==> src/rtl/core/mtbc_pkg.sv <==
// shared types and constants of the multi-type bracket checker
`default_nettype none
package mtbc_pkg;

	localparam int STACK_DEPTH = 1024;
	localparam int KIND_WIDTH  = 16;
	localparam int LEVEL_W     = $clog2(STACK_DEPTH + 1);

	typedef logic [KIND_WIDTH-1:0] kind_t;
	typedef logic [LEVEL_W-1:0]    level_t;

	// shift command for the stack cells
	typedef struct packed {
		logic push;
		logic pop;
	} cell_ctl_t;

	typedef struct packed {
		logic balanced;
		logic overflowed;
	} verdict_t;

endpackage
`default_nettype wire

==> src/rtl/core/mtbc_if.sv <==
// valid/ready channel interfaces for tokens and verdicts
`default_nettype none


interface mtbc_verdict_if;
	logic valid;
	logic ready;
	logic balanced;
	logic overflowed;

	modport source (output valid, balanced, overflowed, input ready);
	modport sink   (input valid, balanced, overflowed, output ready);
endinterface
`default_nettype wire

==> src/rtl/core/mtbc_out_buf.sv <==
// verdict output register with one skid entry
`default_nettype none
module mtbc_out_buf (
	input  wire                clk,
	input  wire                arst_n,
	input  wire                push,
	input  mtbc_pkg::verdict_t data,
	output logic               full,
	mtbc_verdict_if.source     res
);
	import mtbc_pkg::*;

	logic     out_valid_q;
	verdict_t out_data_q;
	logic     skid_valid_q;
	verdict_t skid_data_q;

	always_ff @(posedge clk or negedge arst_n) begin
		if (!arst_n) begin
			out_valid_q  <= 1'b0;
			skid_valid_q <= 1'b0;
		end else if (res.ready || !out_valid_q) begin
			if (skid_valid_q) begin
				out_valid_q  <= 1'b1;
				skid_valid_q <= 1'b0;
			end else begin
				out_valid_q <= push;
			end
		end else if (push) begin
			skid_valid_q <= 1'b1;
		end
	end

	always_ff @(posedge clk) begin
		if (res.ready || !out_valid_q) begin
			out_data_q <= skid_valid_q ? skid_data_q : data;
		end else if (push) begin
			skid_data_q <= data;
		end
	end

	assign full           = skid_valid_q;
	assign res.valid      = out_valid_q;
	assign res.balanced   = out_data_q.balanced;
	assign res.overflowed = out_data_q.overflowed;
endmodule
`default_nettype wire

==> src/flat_wrapper.sv <==
// flat-port wrapper written by rule: the top's interface ports become plain ports
module mtbc_out_buf_flat import mtbc_pkg::*;
  (clk, arst_n, push, data, full, res_valid, res_balanced, res_overflowed, res_ready);
  mtbc_verdict_if res_i ();
  input  wire clk;
  input  wire arst_n;
  input  wire push;
  input  mtbc_pkg::verdict_t data;
  output logic full;
  output wire logic [$bits(res_i.valid)-1:0] res_valid;
  output wire logic [$bits(res_i.balanced)-1:0] res_balanced;
  output wire logic [$bits(res_i.overflowed)-1:0] res_overflowed;
  input wire logic [$bits(res_i.ready)-1:0] res_ready;
  assign res_valid = res_i.valid;
  assign res_balanced = res_i.balanced;
  assign res_overflowed = res_i.overflowed;
  assign res_i.ready = res_ready;
  mtbc_out_buf u_core (.clk(clk), .arst_n(arst_n), .push(push), .data(data), .full(full), .res(res_i));
endmodule
==> config.mk <==
export PLATFORM = sky130hd
export DESIGN_NAME = mtbc_out_buf_flat
export DESIGN_NICKNAME = d
export VERILOG_FILES = /design/src/rtl/core/mtbc_pkg.sv /design/src/rtl/core/mtbc_if.sv /design/src/rtl/core/mtbc_out_buf.sv /design/src/flat_wrapper.sv
export SDC_FILE = /design/constraint.sdc
export NUM_CORES = 1
export LEC_CHECK = 0
export BUFFER_PORTS_ARGS = -buffer_cell sky130_fd_sc_hd__buf_2
export CAP_MARGIN = 0
export CORE_AREA = 4 4 41 43
export DETAILED_ROUTE_END_ITERATION = 7
export DIE_AREA = 0 0 45 47
export HOLD_SLACK_MARGIN = 0.08
export RECOVER_POWER = 50
export SYNTH_ARGS = -nofsm -noshare
export SYNTH_HDL_FRONTEND = slang
export SYNTH_SLANG_ARGS = --single-unit
==> constraint.sdc <==
create_clock -name clk -period 1 [get_ports clk]
set_input_delay 0.05 -clock clk [delete_from_list [all_inputs] [get_ports clk]]
set_output_delay 0.05 -clock clk [all_outputs]
set_load 0.1 [all_outputs]
==> out/summary.txt <==
HP Class - in2async
Number of placed I/O pins - 10
Switching Share - 31.5%
Unrepaired setup endpoints after global routing - yes
Placeable core region - 1300 um^2
Share of layout cells above drive strength 1 - 50.0%
Tightest Pin Transition - 0.118 ns
Worst vdd ir - 621 uV
Die area - 2120 um^2
Final clock skew - 0.00374 ns
Pre-CTS WS - -0.0389 ns
Worst R2R Setup Slack - -0.04 ns
CTS root buf - clkbuf_4
Worst reg2reg endpoint - u_core.res.overflowed
GR Overflow Total - 0
Crit Reg-Reg Startpoint - u_core.full
Clock Latency Late Sink - 0.25 ns
Net Switching - 247 uW
Max stage delay on crit path - 0.49 ns
Int Power - 536 uW
Power per cell area - 1760 nW/um^2
Final Non-Filler Cells - 47
DIE HEIGHT - 47 um
Met2 wire len - 232 um
Cell area after synthesis - 225 um^2
Tcrit/Tclk final - 108%
Tmin final - 1.08 ns
Crit path kind - reg2out
Worst Path Required - 0.95 ns
CP startpoint - u_core.full
Total track usage - 5.65%
Slew Limit Fails - 0
Met1 WL - 156 um
Rows - 13
CP delay by family, top - flip-flops
Met3 wire len - 67 um
Leakage - 0.184 nW
Sequential power share - 39.3%
DRT Pass-1 Iters - 1
Number of diodes - 0
Final core utilization - 34.2%
Clk network pwr share - 31.7%
Critical path depth in cells - 2
CTS tree - built
Worst setup margin - -0.0764 ns
Clock Path Buffers - 2
Vias in the first global route - 198
Post-detailed-route wirelength per cell - 9.70 um
Startpoint Class - flip-flop
CTS Buf Count - 3
Syn_nets - 20
Initial Utilization - 17.3%
Vias per cell - 3.79
R2R cell count - 1
Final net count - 39
Placer Congestion - 0.685
CTS clk-pin slew, worst paths - 0.05 ns
Outcome - finished with violations
Port buffer count - 9
Fmax - 929 MHz
Crit-path max FO - 3
Final hold slack - 0.112 ns
Max Cap Viol - 0
Worst Path Buf+Inv - 2
Vias after detailed routing - 178
Initial antenna violation count - 0
Relative slew slack - 92.1%
Cells after DPL - 39
Crit end category - output port
Slowest CP cell - dfrtp_4
Most frequent cells in the layout - 4 x clkbuf_1, 4 x dlygate4sd3_1, 4 x buf_12, 4 x edfxtp_1, 3 x clkbuf_4
Register area - 178 um^2
Average size of a mapped cell - 16.1 um^2
Yosys warning count - 0
CP endpoint - full
Endpoints failing setup - 3
Detailed Place HPWL - 354 um
Antenna-violating nets left - 0
Clk sinks - 6
H-tree depth - 1
Area growth syn-to-layout - 97.8%
Sequential share of the synthesized area - 75.6%
Fin. Hold Viols - 0
First-pass GRT wire length - 710 um
Yosys reg bits - 6
Failing checks - negative setup slack
Gate power share - 29.0%
Cell breakdown of the critical path - buf_6 > buf_12
Remaining DRCs - 0
Post-synth cell types - 7
Post-Route WL - 456 um
Setup TNS - -0.160 ns
Synth Instances - 14
Multi-input gate area - 66.3 um^2
Initial DRC Count - 0
Fillers - 143
Die Wd - 45 um
Largest net degree at the start of global routing - 6
Critical path arrival - 1.03 ns
Top Metal Used - met3
==> synth_stat cells <==
| library cell | instances | area, um^2 |
|---|---|---|
| nand2_1 | 1 | 3.75 |
| mux2_2 | 2 | 22.5 |
| nor2_1 | 3 | 11.3 |
| inv_1 | 1 | 3.75 |
| edfxtp_1 | 4 | 120 |
| nand2b_4 | 1 | 13.8 |
| dfrtp_1 | 2 | 50.1 |
==> per-layer routing <==
| metal | GRT usage [%] | vias to the layer above |
|---|---|---|
| li1 | - | 83 |
| met3 | 4.60 | 0 |
| met1 | 3.02 | 85 |
| met2 | 9.60 | 10 |
| met5 | 0 | - |
| met4 | 7.02 | 0 |
==> registers in the layout (all words and copies together), names as in the netlist <==
signal                 flops
u_core.skid_data_q         2
u_core.full                1
u_core.res.balanced        1
u_core.res.overflowed      1
u_core.res.valid           1
==> worst min-delay path by stage <==
stage            from          endpoint  cells after the start
6_report       arst_n  u_core.res.valid                      2
3_3_place_gp   arst_n  u_core.res.valid                      1
2_1_floorplan  arst_n       u_core.full                      0
5_1_grt        arst_n  u_core.res.valid                      2
3_5_place_dp   arst_n  u_core.res.valid                      1
4_1_cts        arst_n  u_core.res.valid                      2
==> final cells by class <==
type	count	area share, %
multi-input combinational	7	14.9
tap	15	4.21
sequential	6	39.9
timing repair buffer	14	34.3
inverter	1	0.843
clock buffer	4	5.90
==> logic make-up (layout without fill, tap and decap cells) <==
family                 count (synthesis)  in the layout  synth area share (%)
buffers and inverters                  1             19                  1.67
muxes                                  2              2                  10.0
DFF                                    6              6                  75.6
and+or+nand+nor                        5              5                  12.8
==> what timing repair did <==
action,in CTS,in global routing
setup buffers,0,0
pin swaps,0,0
hold buffers,4,0
endpoints found under the setup margin,3,3
hold endpoints to repair,6,0
resized for setup,1,0
==> stage by stage <==
stage               total power [mW]  instance area (um^2)
floorplan                      0.440                   248
global placement               0.524                   379
detailed placement             0.528                   379
CTS                            0.799                   449
global route                   0.820                   445
finish                         0.783                   445
==> power groups by stage <==
stage               Clock (mW)  Sequential (mW)  Combinational (mW)
floorplan                    0            0.409              0.0305
global placement             0            0.311               0.213
detailed placement           0            0.312               0.216
CTS                      0.261            0.308               0.230
global route             0.277            0.309               0.234
finish                   0.248            0.308               0.227
No activity file was read; power rests on OpenSTA's default activity.
