<file path="src/rtl/core/mtbc_pkg.sv">
// shared types and constants of the multi-type bracket checker
`default_nettype none
package mtbc_pkg;

	localparam int STACK_DEPTH = 1024;
	localparam int KIND_WIDTH  = 16;
	localparam int LEVEL_W     = $clog2(STACK_DEPTH + 1);

	typedef logic [KIND_WIDTH-1:0] kind_t;
	typedef logic [LEVEL_W-1:0]    level_t;

	// shift command for the stack cells
	typedef struct packed {
		logic push;
		logic pop;
	} cell_ctl_t;

	typedef struct packed {
		logic balanced;
		logic overflowed;
	} verdict_t;

endpackage
`default_nettype wire

</file>
<file path="src/rtl/core/mtbc_cell.sv">
// one stack entry: shifts down on push, up on pop
`default_nettype none
module mtbc_cell (
	input  wire                 clk,
	input  mtbc_pkg::cell_ctl_t ctl,
	input  mtbc_pkg::kind_t     from_up,
	input  mtbc_pkg::kind_t     from_down,
	output mtbc_pkg::kind_t     value
);
	import mtbc_pkg::*;

	kind_t value_q;

	always_ff @(posedge clk) begin
		if (ctl.push) begin
			value_q <= from_up;
		end else if (ctl.pop) begin
			value_q <= from_down;
		end
	end

	assign value = value_q;
endmodule
`default_nettype wire

</file>
<file path="config.mk">
export PLATFORM = sky130hd
export DESIGN_NAME = mtbc_cell
export DESIGN_NICKNAME = d
export VERILOG_FILES = /design/src/rtl/core/mtbc_pkg.sv /design/src/rtl/core/mtbc_cell.sv
export SDC_FILE = /design/constraint.sdc
export NUM_CORES = 1
export LEC_CHECK = 0
export ABC_AREA = 1
export BUFFER_PORTS_ARGS = -buffer_cell sky130_fd_sc_hd__buf_2
export CAP_MARGIN = 20
export CORE_MARGIN = 5
export CORE_UTILIZATION = 42
export DETAILED_ROUTE_END_ITERATION = 16
export MAX_ROUTING_LAYER = met4
export PLACE_DENSITY = 0.81
export SLEW_MARGIN = 10
export SYNTH_ARGS = -nofsm -noshare
export SYNTH_HDL_FRONTEND = slang
export SYNTH_SLANG_ARGS = --single-unit
</file>
<file path="constraint.sdc">
create_clock -name clk -period 1.4 [get_ports clk]
set_input_delay 0.07 -clock clk [delete_from_list [all_inputs] [get_ports clk]]
set_output_delay 0.07 -clock clk [all_outputs]
set_load 0.005 [all_outputs]
</file>
==> results.rst, run 1 <==
.. list-table::
   :header-rows: 1

   * - Metric
     - Value
   * - Post-layout utilization of the core
     - 58.6%
   * - Count of final max-slew check failures
     - 0
   * - Count of unique library cells instantiated by Yosys
     - 7
   * - Share of the cycle needed by the critical path after routing
     - 61.3%
   * - Chain of cells forming the critical path
     - buf_2
   * - Cells taking the most area after synthesis
     - sky130_fd_sc_hd__edfxtp_1 (66%), sky130_fd_sc_hd__nand2_1 (22%), sky130_fd_sc_hd__nand2_2 (4.3%), sky130_fd_sc_hd__buf_6 (3.1%), sky130_fd_sc_hd__buf_12 (2.7%)
   * - Cell count after synthesis
     - 69
   * - Ant diodes
     - 0
   * - Wirelength per Cell
     - ~11 um
   * - Layout cells sized above 1
     - roughly 50%
   * - Area used by multi-input combinational logic
     - 199 sq um
   * - Leakage power summed over all cells
     - around 0.53 nW
   * - Post-synthesis register bit count
     - 16
   * - GRT overflow
     - 0
   * - Transition time at the pin with the least slew margin
     - a little under 0.7 ns
   * - Met3 WL post-DR
     - 132 um
   * - ANT nets after route
     - 0
   * - Total clock buffers created by CTS
     - 3
   * - Maximum number of pins on one net before global-route repair
     - 18
   * - Number of buffers between clock root and the deepest sink
     - 2
   * - Global-route wire length before repair
     - 2420 um
   * - HPWL after detailed placement
     - ~1200 um
   * - First DRT Iteration DRCs
     - 5
   * - Clk Tree Root Cell
     - sky130_fd_sc_hd__clkbuf_4
   * - Hold-fix buffers, CTS
     - 0
   * - Top Metal Used
     - met4
   * - Initial Util
     - 43.3%
   * - Crit-path max FO
     - 1
   * - Part of the Yosys area used for sequential elements
     - 65.8%
   * - Critical path data arrival time
     - just under 0.8 ns
   * - Drt total wl
     - 1550 um
   * - Start point of the critical path
     - value[1]
   * - Initial antenna violation count
     - 0
   * - Launch point of the worst hold path
     - from_down[0]
   * - Most area-hungry cell type in the Yosys netlist
     - sky130_fd_sc_hd__edfxtp_1
   * - Flip-flop count of the largest register, all copies and words added
     - 16
   * - All-Layer GR Usage
     - between 10% and 20%
   * - Metal-1 WL
     - between 600 and 700 um
   * - Number of buffer and inverter stages on the critical path
     - 1
   * - Syn_area_per_cell
     - 10.6 sq um
   * - Total setup buffers inserted after CTS
     - 0
   * - Slowest stage cell, crit path
     - sky130_fd_sc_hd__edfxtp_1
   * - Vert. Die Dim
     - between 50 and 60 um
   * - Post-place setup slack
     - 0.323 ns
   * - Setup repair after global routing missed its margin
     - false
   * - Clock input transition at the sequential cells of the worst setup and hold paths
     - 0.09 ns
   * - Die footprint
     - 2670 sq um
   * - FP Rows
     - 15
   * - Worst vdd rail ir drop
     - around 0.00053 V
   * - Sum of negative setup slack
     - 0 ns
   * - Number of sinks driven by the clock tree
     - 16
   * - Data required time of the critical path
     - 1.33 ns
   * - Power per standard cell area
     - around 1000 nW/um^2
   * - Highest clock frequency the design can meet
     - ~1200 MHz
   * - Netlist area before placement
     - 731 sq um
   * - Fill count
     - 160
   * - Number of resized instances in the post-cts repair step
     - 0
   * - CP endpoint kind
     - primary output
   * - Kind of cell adding the most delay to the critical path
     - flip-flops
   * - PortBufs
     - 50
   * - DR vias/cell
     - 4.45
   * - Top-area cell type share of the netlist area
     - between 60% and 70%
   * - Worst-case setup margin in the final layout
     - between 0.5 and 0.6 ns
   * - Count of yosys warnings during synthesis
     - 0
   * - Worst-case hold path end point
     - value[0]
   * - Area used by sequential logic in the layout
     - 480 sq um
   * - Router iterations before antenna repair
     - 3
   * - Maximum cell stage delay along the critical path
     - about 0.38 ns
   * - Met2 routed WL
     - roughly 760 um
   * - Global placer's final weighted congestion
     - 0.591
   * - Classification of the worst setup path
     - reg2out
   * - Setup-failing EPs final
     - 0
   * - Net total in the final layout
     - 157
   * - Commonest cells after routing, fill and taps aside
     - sky130_fd_sc_hd__buf_2 (50), sky130_fd_sc_hd__nand2_1 (43), sky130_fd_sc_hd__edfxtp_1 (16)
   * - Number of global-route vias before repair
     - roughly 580
   * - Hold Violations, Final
     - 0
   * - Vias
     - 609
   * - Drt drc
     - 0
   * - Number of I/O pins
     - between 50 and 60
   * - Headroom to the max-slew limit
     - 54.4%
   * - Worst setup SP type
     - flip-flop
   * - Max capacitance violation total
     - 0
   * - Leading cell type in the layout, fill and taps excluded
     - sky130_fd_sc_hd__buf_2
   * - Post-synthesis to final-layout area growth
     - 35.4%
   * - Run status
     - completed
   * - H-tree depth
     - 1
   * - Hold path depth
     - 3
   * - Worst hold path class
     - in2reg
   * - Clock tree from TritonCTS
     - yes
   * - Net Count, Synth
     - 104
   * - Core region area
     - about 1700 sq um
   * - Post-layout minimum cycle time
     - 0.858 ns
   * - Die span in x
     - 51.7 um
-- cell usage after synthesis, drive strengths merged --
library cell   n
edfxtp        16
or2            1
inv            1
buf            3
nand2         48
-- per-stage QoR --
step	total power, mW	hold WS (ns)	cell area [sq um]	instances
after floorplan	0.684	0.243	731	69
after global placement	0.777	0.338	967	134
after detailed placement	0.781	0.340	967	134
after CTS	1.00	0.0526	990	137
after global routing	1.04	0.0551	990	137
final	0.995	0.0584	990	137
-- worst max path at each step --
stage,to,slack [ns],cells after the start
2_1_floorplan,value[0],0.42,2
3_3_place_gp,value[5],0.37,2
3_5_place_dp,value[6],0.32,2
4_1_cts,value[1],0.53,1
5_1_grt,value[11],0.51,1
6_report,value[1],0.54,1
-- logic make-up after synthesis --
| group | after synthesis | share of synthesized area (%) |
|---|---|---|
| flip-flops | 16 | 65.8 |
| buffers and inverters | 4 | 7.02 |
| AND/OR/NAND/NOR | 49 | 27.2 |
-- where the power goes --
part / switching, mW / total (mW) / internal, mW / leakage, nW
sequential: 0.00986 / 0.597 / 0.587 / 0.165
combinational: 0.0826 / 0.169 / 0.0860 / 0.352
clock: 0.130 / 0.230 / 0.0994 / 0.0138
-- routing by layer --
layer | vias to the layer above | GRT usage, %
li1 | 326 | -
met5 | - | -
met2 | 27 | 20.3
met1 | 254 | 15.0
met3 | 2 | 2.29
met4 | 0 | 6.55
-- layout make-up --
type	count	share of cell area (%)
inverters	1	0.885
well taps	17	2.15
repair buffers	51	26.0
clock buffers	3	2.28
flip-flops and latches	16	48.5
multi-input cells	49	20.1
Power figures use the tool's default switching activity.
==> inputs of run 2 (changes only) <==
- CORE_UTILIZATION: 42 -> 39
- PLACE_DENSITY: 0.81 -> 0.76
- clock period: 1.4 -> 0.9 ns (I/O delays scaled with it)
==> run 2 against run 1 <==
Against the previous run:
- final cell count up 6.6%
- critical path type unchanged
- via count up 3.9%
- largest cell class unchanged
- highest routed layer unchanged
- wire length up 12%
- sequential power increased by 56%
- clock power is 60% higher
==> results.rst, run 2 (synthesized netlist as in run 1, its figures left out) <==
.. list-table::
   :header-rows: 1

   * - Metric
     - Value
   * - Maximum cell stage delay along the critical path
     - 0.38 ns (about the same)
   * - Flip-flop count of the largest register, all copies and words added
     - 16 (unchanged)
   * - Share of the cycle needed by the critical path after routing
     - ~94%
   * - Sum of negative setup slack
     - 0 ns (unchanged)
   * - Headroom to the max-slew limit
     - 85.5% (+31 points)
   * - Number of sinks driven by the clock tree
     - 16 (unchanged)
   * - Global-route wire length before repair
     - 2650 um (+9.7%)
   * - Total setup buffers inserted after CTS
     - 0 (unchanged)
   * - Post-route cell area
     - 1010 sq um (+2.0%)
   * - All-Layer GR Usage
     - 13.9% (+1.4 points)
   * - Die footprint
     - 2840 sq um (+6.2%)
   * - Number of buffers between clock root and the deepest sink
     - 2 (unchanged)
   * - Initial antenna violation count
     - 0 (unchanged)
   * - Router iterations before antenna repair
     - 4 (+1)
   * - First DRT Iteration DRCs
     - 7 (+2)
   * - Run status
     - completed
   * - Hold-fix buffers, CTS
     - 0 (unchanged)
   * - Setup repair after global routing missed its margin
     - false
   * - Worst-case setup margin in the final layout
     - 0.0572 ns (-0.485 ns)
   * - Initial Util
     - 41.9% (-1.4 points)
   * - Drt drc
     - 0 (unchanged)
   * - Count of final max-slew check failures
     - 0 (unchanged)
   * - Layout cells sized above 1
     - 51.2% (+1.2 points)
   * - Data required time of the critical path
     - 0.85 ns (-0.48 ns)
   * - Setup-failing EPs final
     - 0 (unchanged)
   * - Vert. Die Dim
     - 53.3 um (+3.0%)
   * - ANT nets after route
     - 0 (unchanged)
   * - Max capacitance violation total
     - 0 (unchanged)
   * - Slowest stage cell, crit path
     - sky130_fd_sc_hd__edfxtp_1
   * - Power per standard cell area
     - 1550 nW/um^2 (+55%)
   * - Maximum number of pins on one net before global-route repair
     - 17 (-1)
   * - Classification of the worst setup path
     - reg2out
   * - Area used by sequential logic in the layout
     - 480 sq um (unchanged)
   * - CP endpoint kind
     - primary output
   * - Hold Violations, Final
     - 0 (unchanged)
   * - HPWL after detailed placement
     - 1360 um (+15%)
   * - Number of global-route vias before repair
     - 620 (+7.5%)
   * - Worst hold path class
     - in2reg
   * - Vias
     - 633 (+3.9%)
   * - Post-layout minimum cycle time
     - roughly 0.84 ns
   * - H-tree depth
     - 1 (unchanged)
   * - Area used by multi-input combinational logic
     - 201 sq um (+1.3%)
   * - Chain of cells forming the critical path
     - buf_2
   * - Clock input transition at the sequential cells of the worst setup and hold paths
     - 0.09 ns (about the same)
   * - Global placer's final weighted congestion
     - 0.683 (+16%)
   * - Core region area
     - 1750 sq um (+3.3%)
   * - DP Cell Count
     - 143 (+6.7%)
   * - Leakage power summed over all cells
     - 0.537 nW (+1.2%)
   * - Number of buffer and inverter stages on the critical path
     - 1 (unchanged)
   * - Kind of cell adding the most delay to the critical path
     - flip-flops
   * - Post-place setup slack
     - 0.123 ns (-0.200 ns)
   * - Worst vdd rail ir drop
     - 0.000732 V (+38%)
   * - FP Rows
     - 15 (unchanged)
   * - Layout Cells excl Fill
     - 146 (+6.6%)
   * - Fill count
     - 162 (+1.3%)
   * - Critical path data arrival time
     - 0.80 ns (about the same)
   * - Drt total wl
     - 1730 um (+12%)
   * - Number of I/O pins
     - 51 (unchanged)
   * - Clk Tree Root Cell
     - sky130_fd_sc_hd__clkbuf_4
   * - Net total in the final layout
     - 158 (+0.64%)
   * - Wirelength per Cell
     - 11.9 um (+4.7%)
   * - PortBufs
     - 50 (unchanged)
   * - Post-synthesis to final-layout area growth
     - 38.2%
   * - Commonest cells after routing, fill and taps aside
     - sky130_fd_sc_hd__buf_2 (50), sky130_fd_sc_hd__nand2_1 (43), sky130_fd_sc_hd__edfxtp_1 (16)
   * - Clock tree from TritonCTS
     - yes
   * - Highest clock frequency the design can meet
     - 1190 MHz
   * - Post-layout utilization of the core
     - 57.8% (-0.74 points)
   * - Total clock buffers created by CTS
     - 3 (unchanged)
   * - GRT overflow
     - 0 (unchanged)
   * - Worst setup SP type
     - flip-flop
   * - Number of resized instances in the post-cts repair step
     - 0 (unchanged)
   * - Cell area after placement
     - 987 sq um (+2.1%)
   * - Ant diodes
     - 0 (unchanged)
   * - Transition time at the pin with the least slew margin
     - 0.218 ns (-0.466 ns)
   * - Die span in x
     - 53.3 um (+3.0%)
   * - DR vias/cell
     - 4.34 (-2.5%)
   * - Leading cell type in the layout, fill and taps excluded
     - sky130_fd_sc_hd__buf_2
   * - Crit-path max FO
     - 1 (unchanged)
==> run 2: changes by cell type in the layout (fill, tap and decap cells not counted) <==
cell                    before  now
sky130_fd_sc_hd__buf_4       1    2
sky130_fd_sc_hd__or2_1       1    0
sky130_fd_sc_hd__or2_4       0    1
==> run 2: through the flow <==
stage / power, mW / hold WS, ns
CTS: 1.59 / 0.0149
global placement: 1.22 / 0.314
global route: 1.64 / 0.0173
detailed placement: 1.23 / 0.315
finish: 1.57 / 0.0226
floorplan: 1.07 / 0.218
==> run 2: power by group <==
group,switching [mW],internal (mW)
logic,0.132,0.139
registers,0.0176,0.913
clock network,0.211,0.156
==> run 2: worst paths after layout <==
| check | from | end | slack, ns | cells after the start |
|---|---|---|---|---|
| min | from_down[5] | value[5] | 0.02 | 3 |
| max | value[10] | value[10] | 0.06 | 1 |
==> run 2: layout make-up <==
class,instances,share of cell area (%)
Sequential cell,16,47.6
Timing Repair Buffer,52,26.3
Multi-Input combinational cell,49,20.0
Tap cell,25,3.10
Clock buffer,3,2.23
Inverter,1,0.867
==> run 2: per-layer routing <==
layer / GRT usage [%] / routed length, um / vias to the layer above
met1: 13.7 / 612 / 280
met3: 1.13 / 101 / 4
li1: - / - / 325
met5: - / 0 / -
met2: 23.7 / 948 / 24
met4: 13.6 / 70 / 0
==> run 2: worst min-delay path: stages <==
cell                      delay [ns]
sky130_fd_sc_hd__buf_2          0.08
sky130_fd_sc_hd__nand2_2        0.04
sky130_fd_sc_hd__nand2_1        0.04
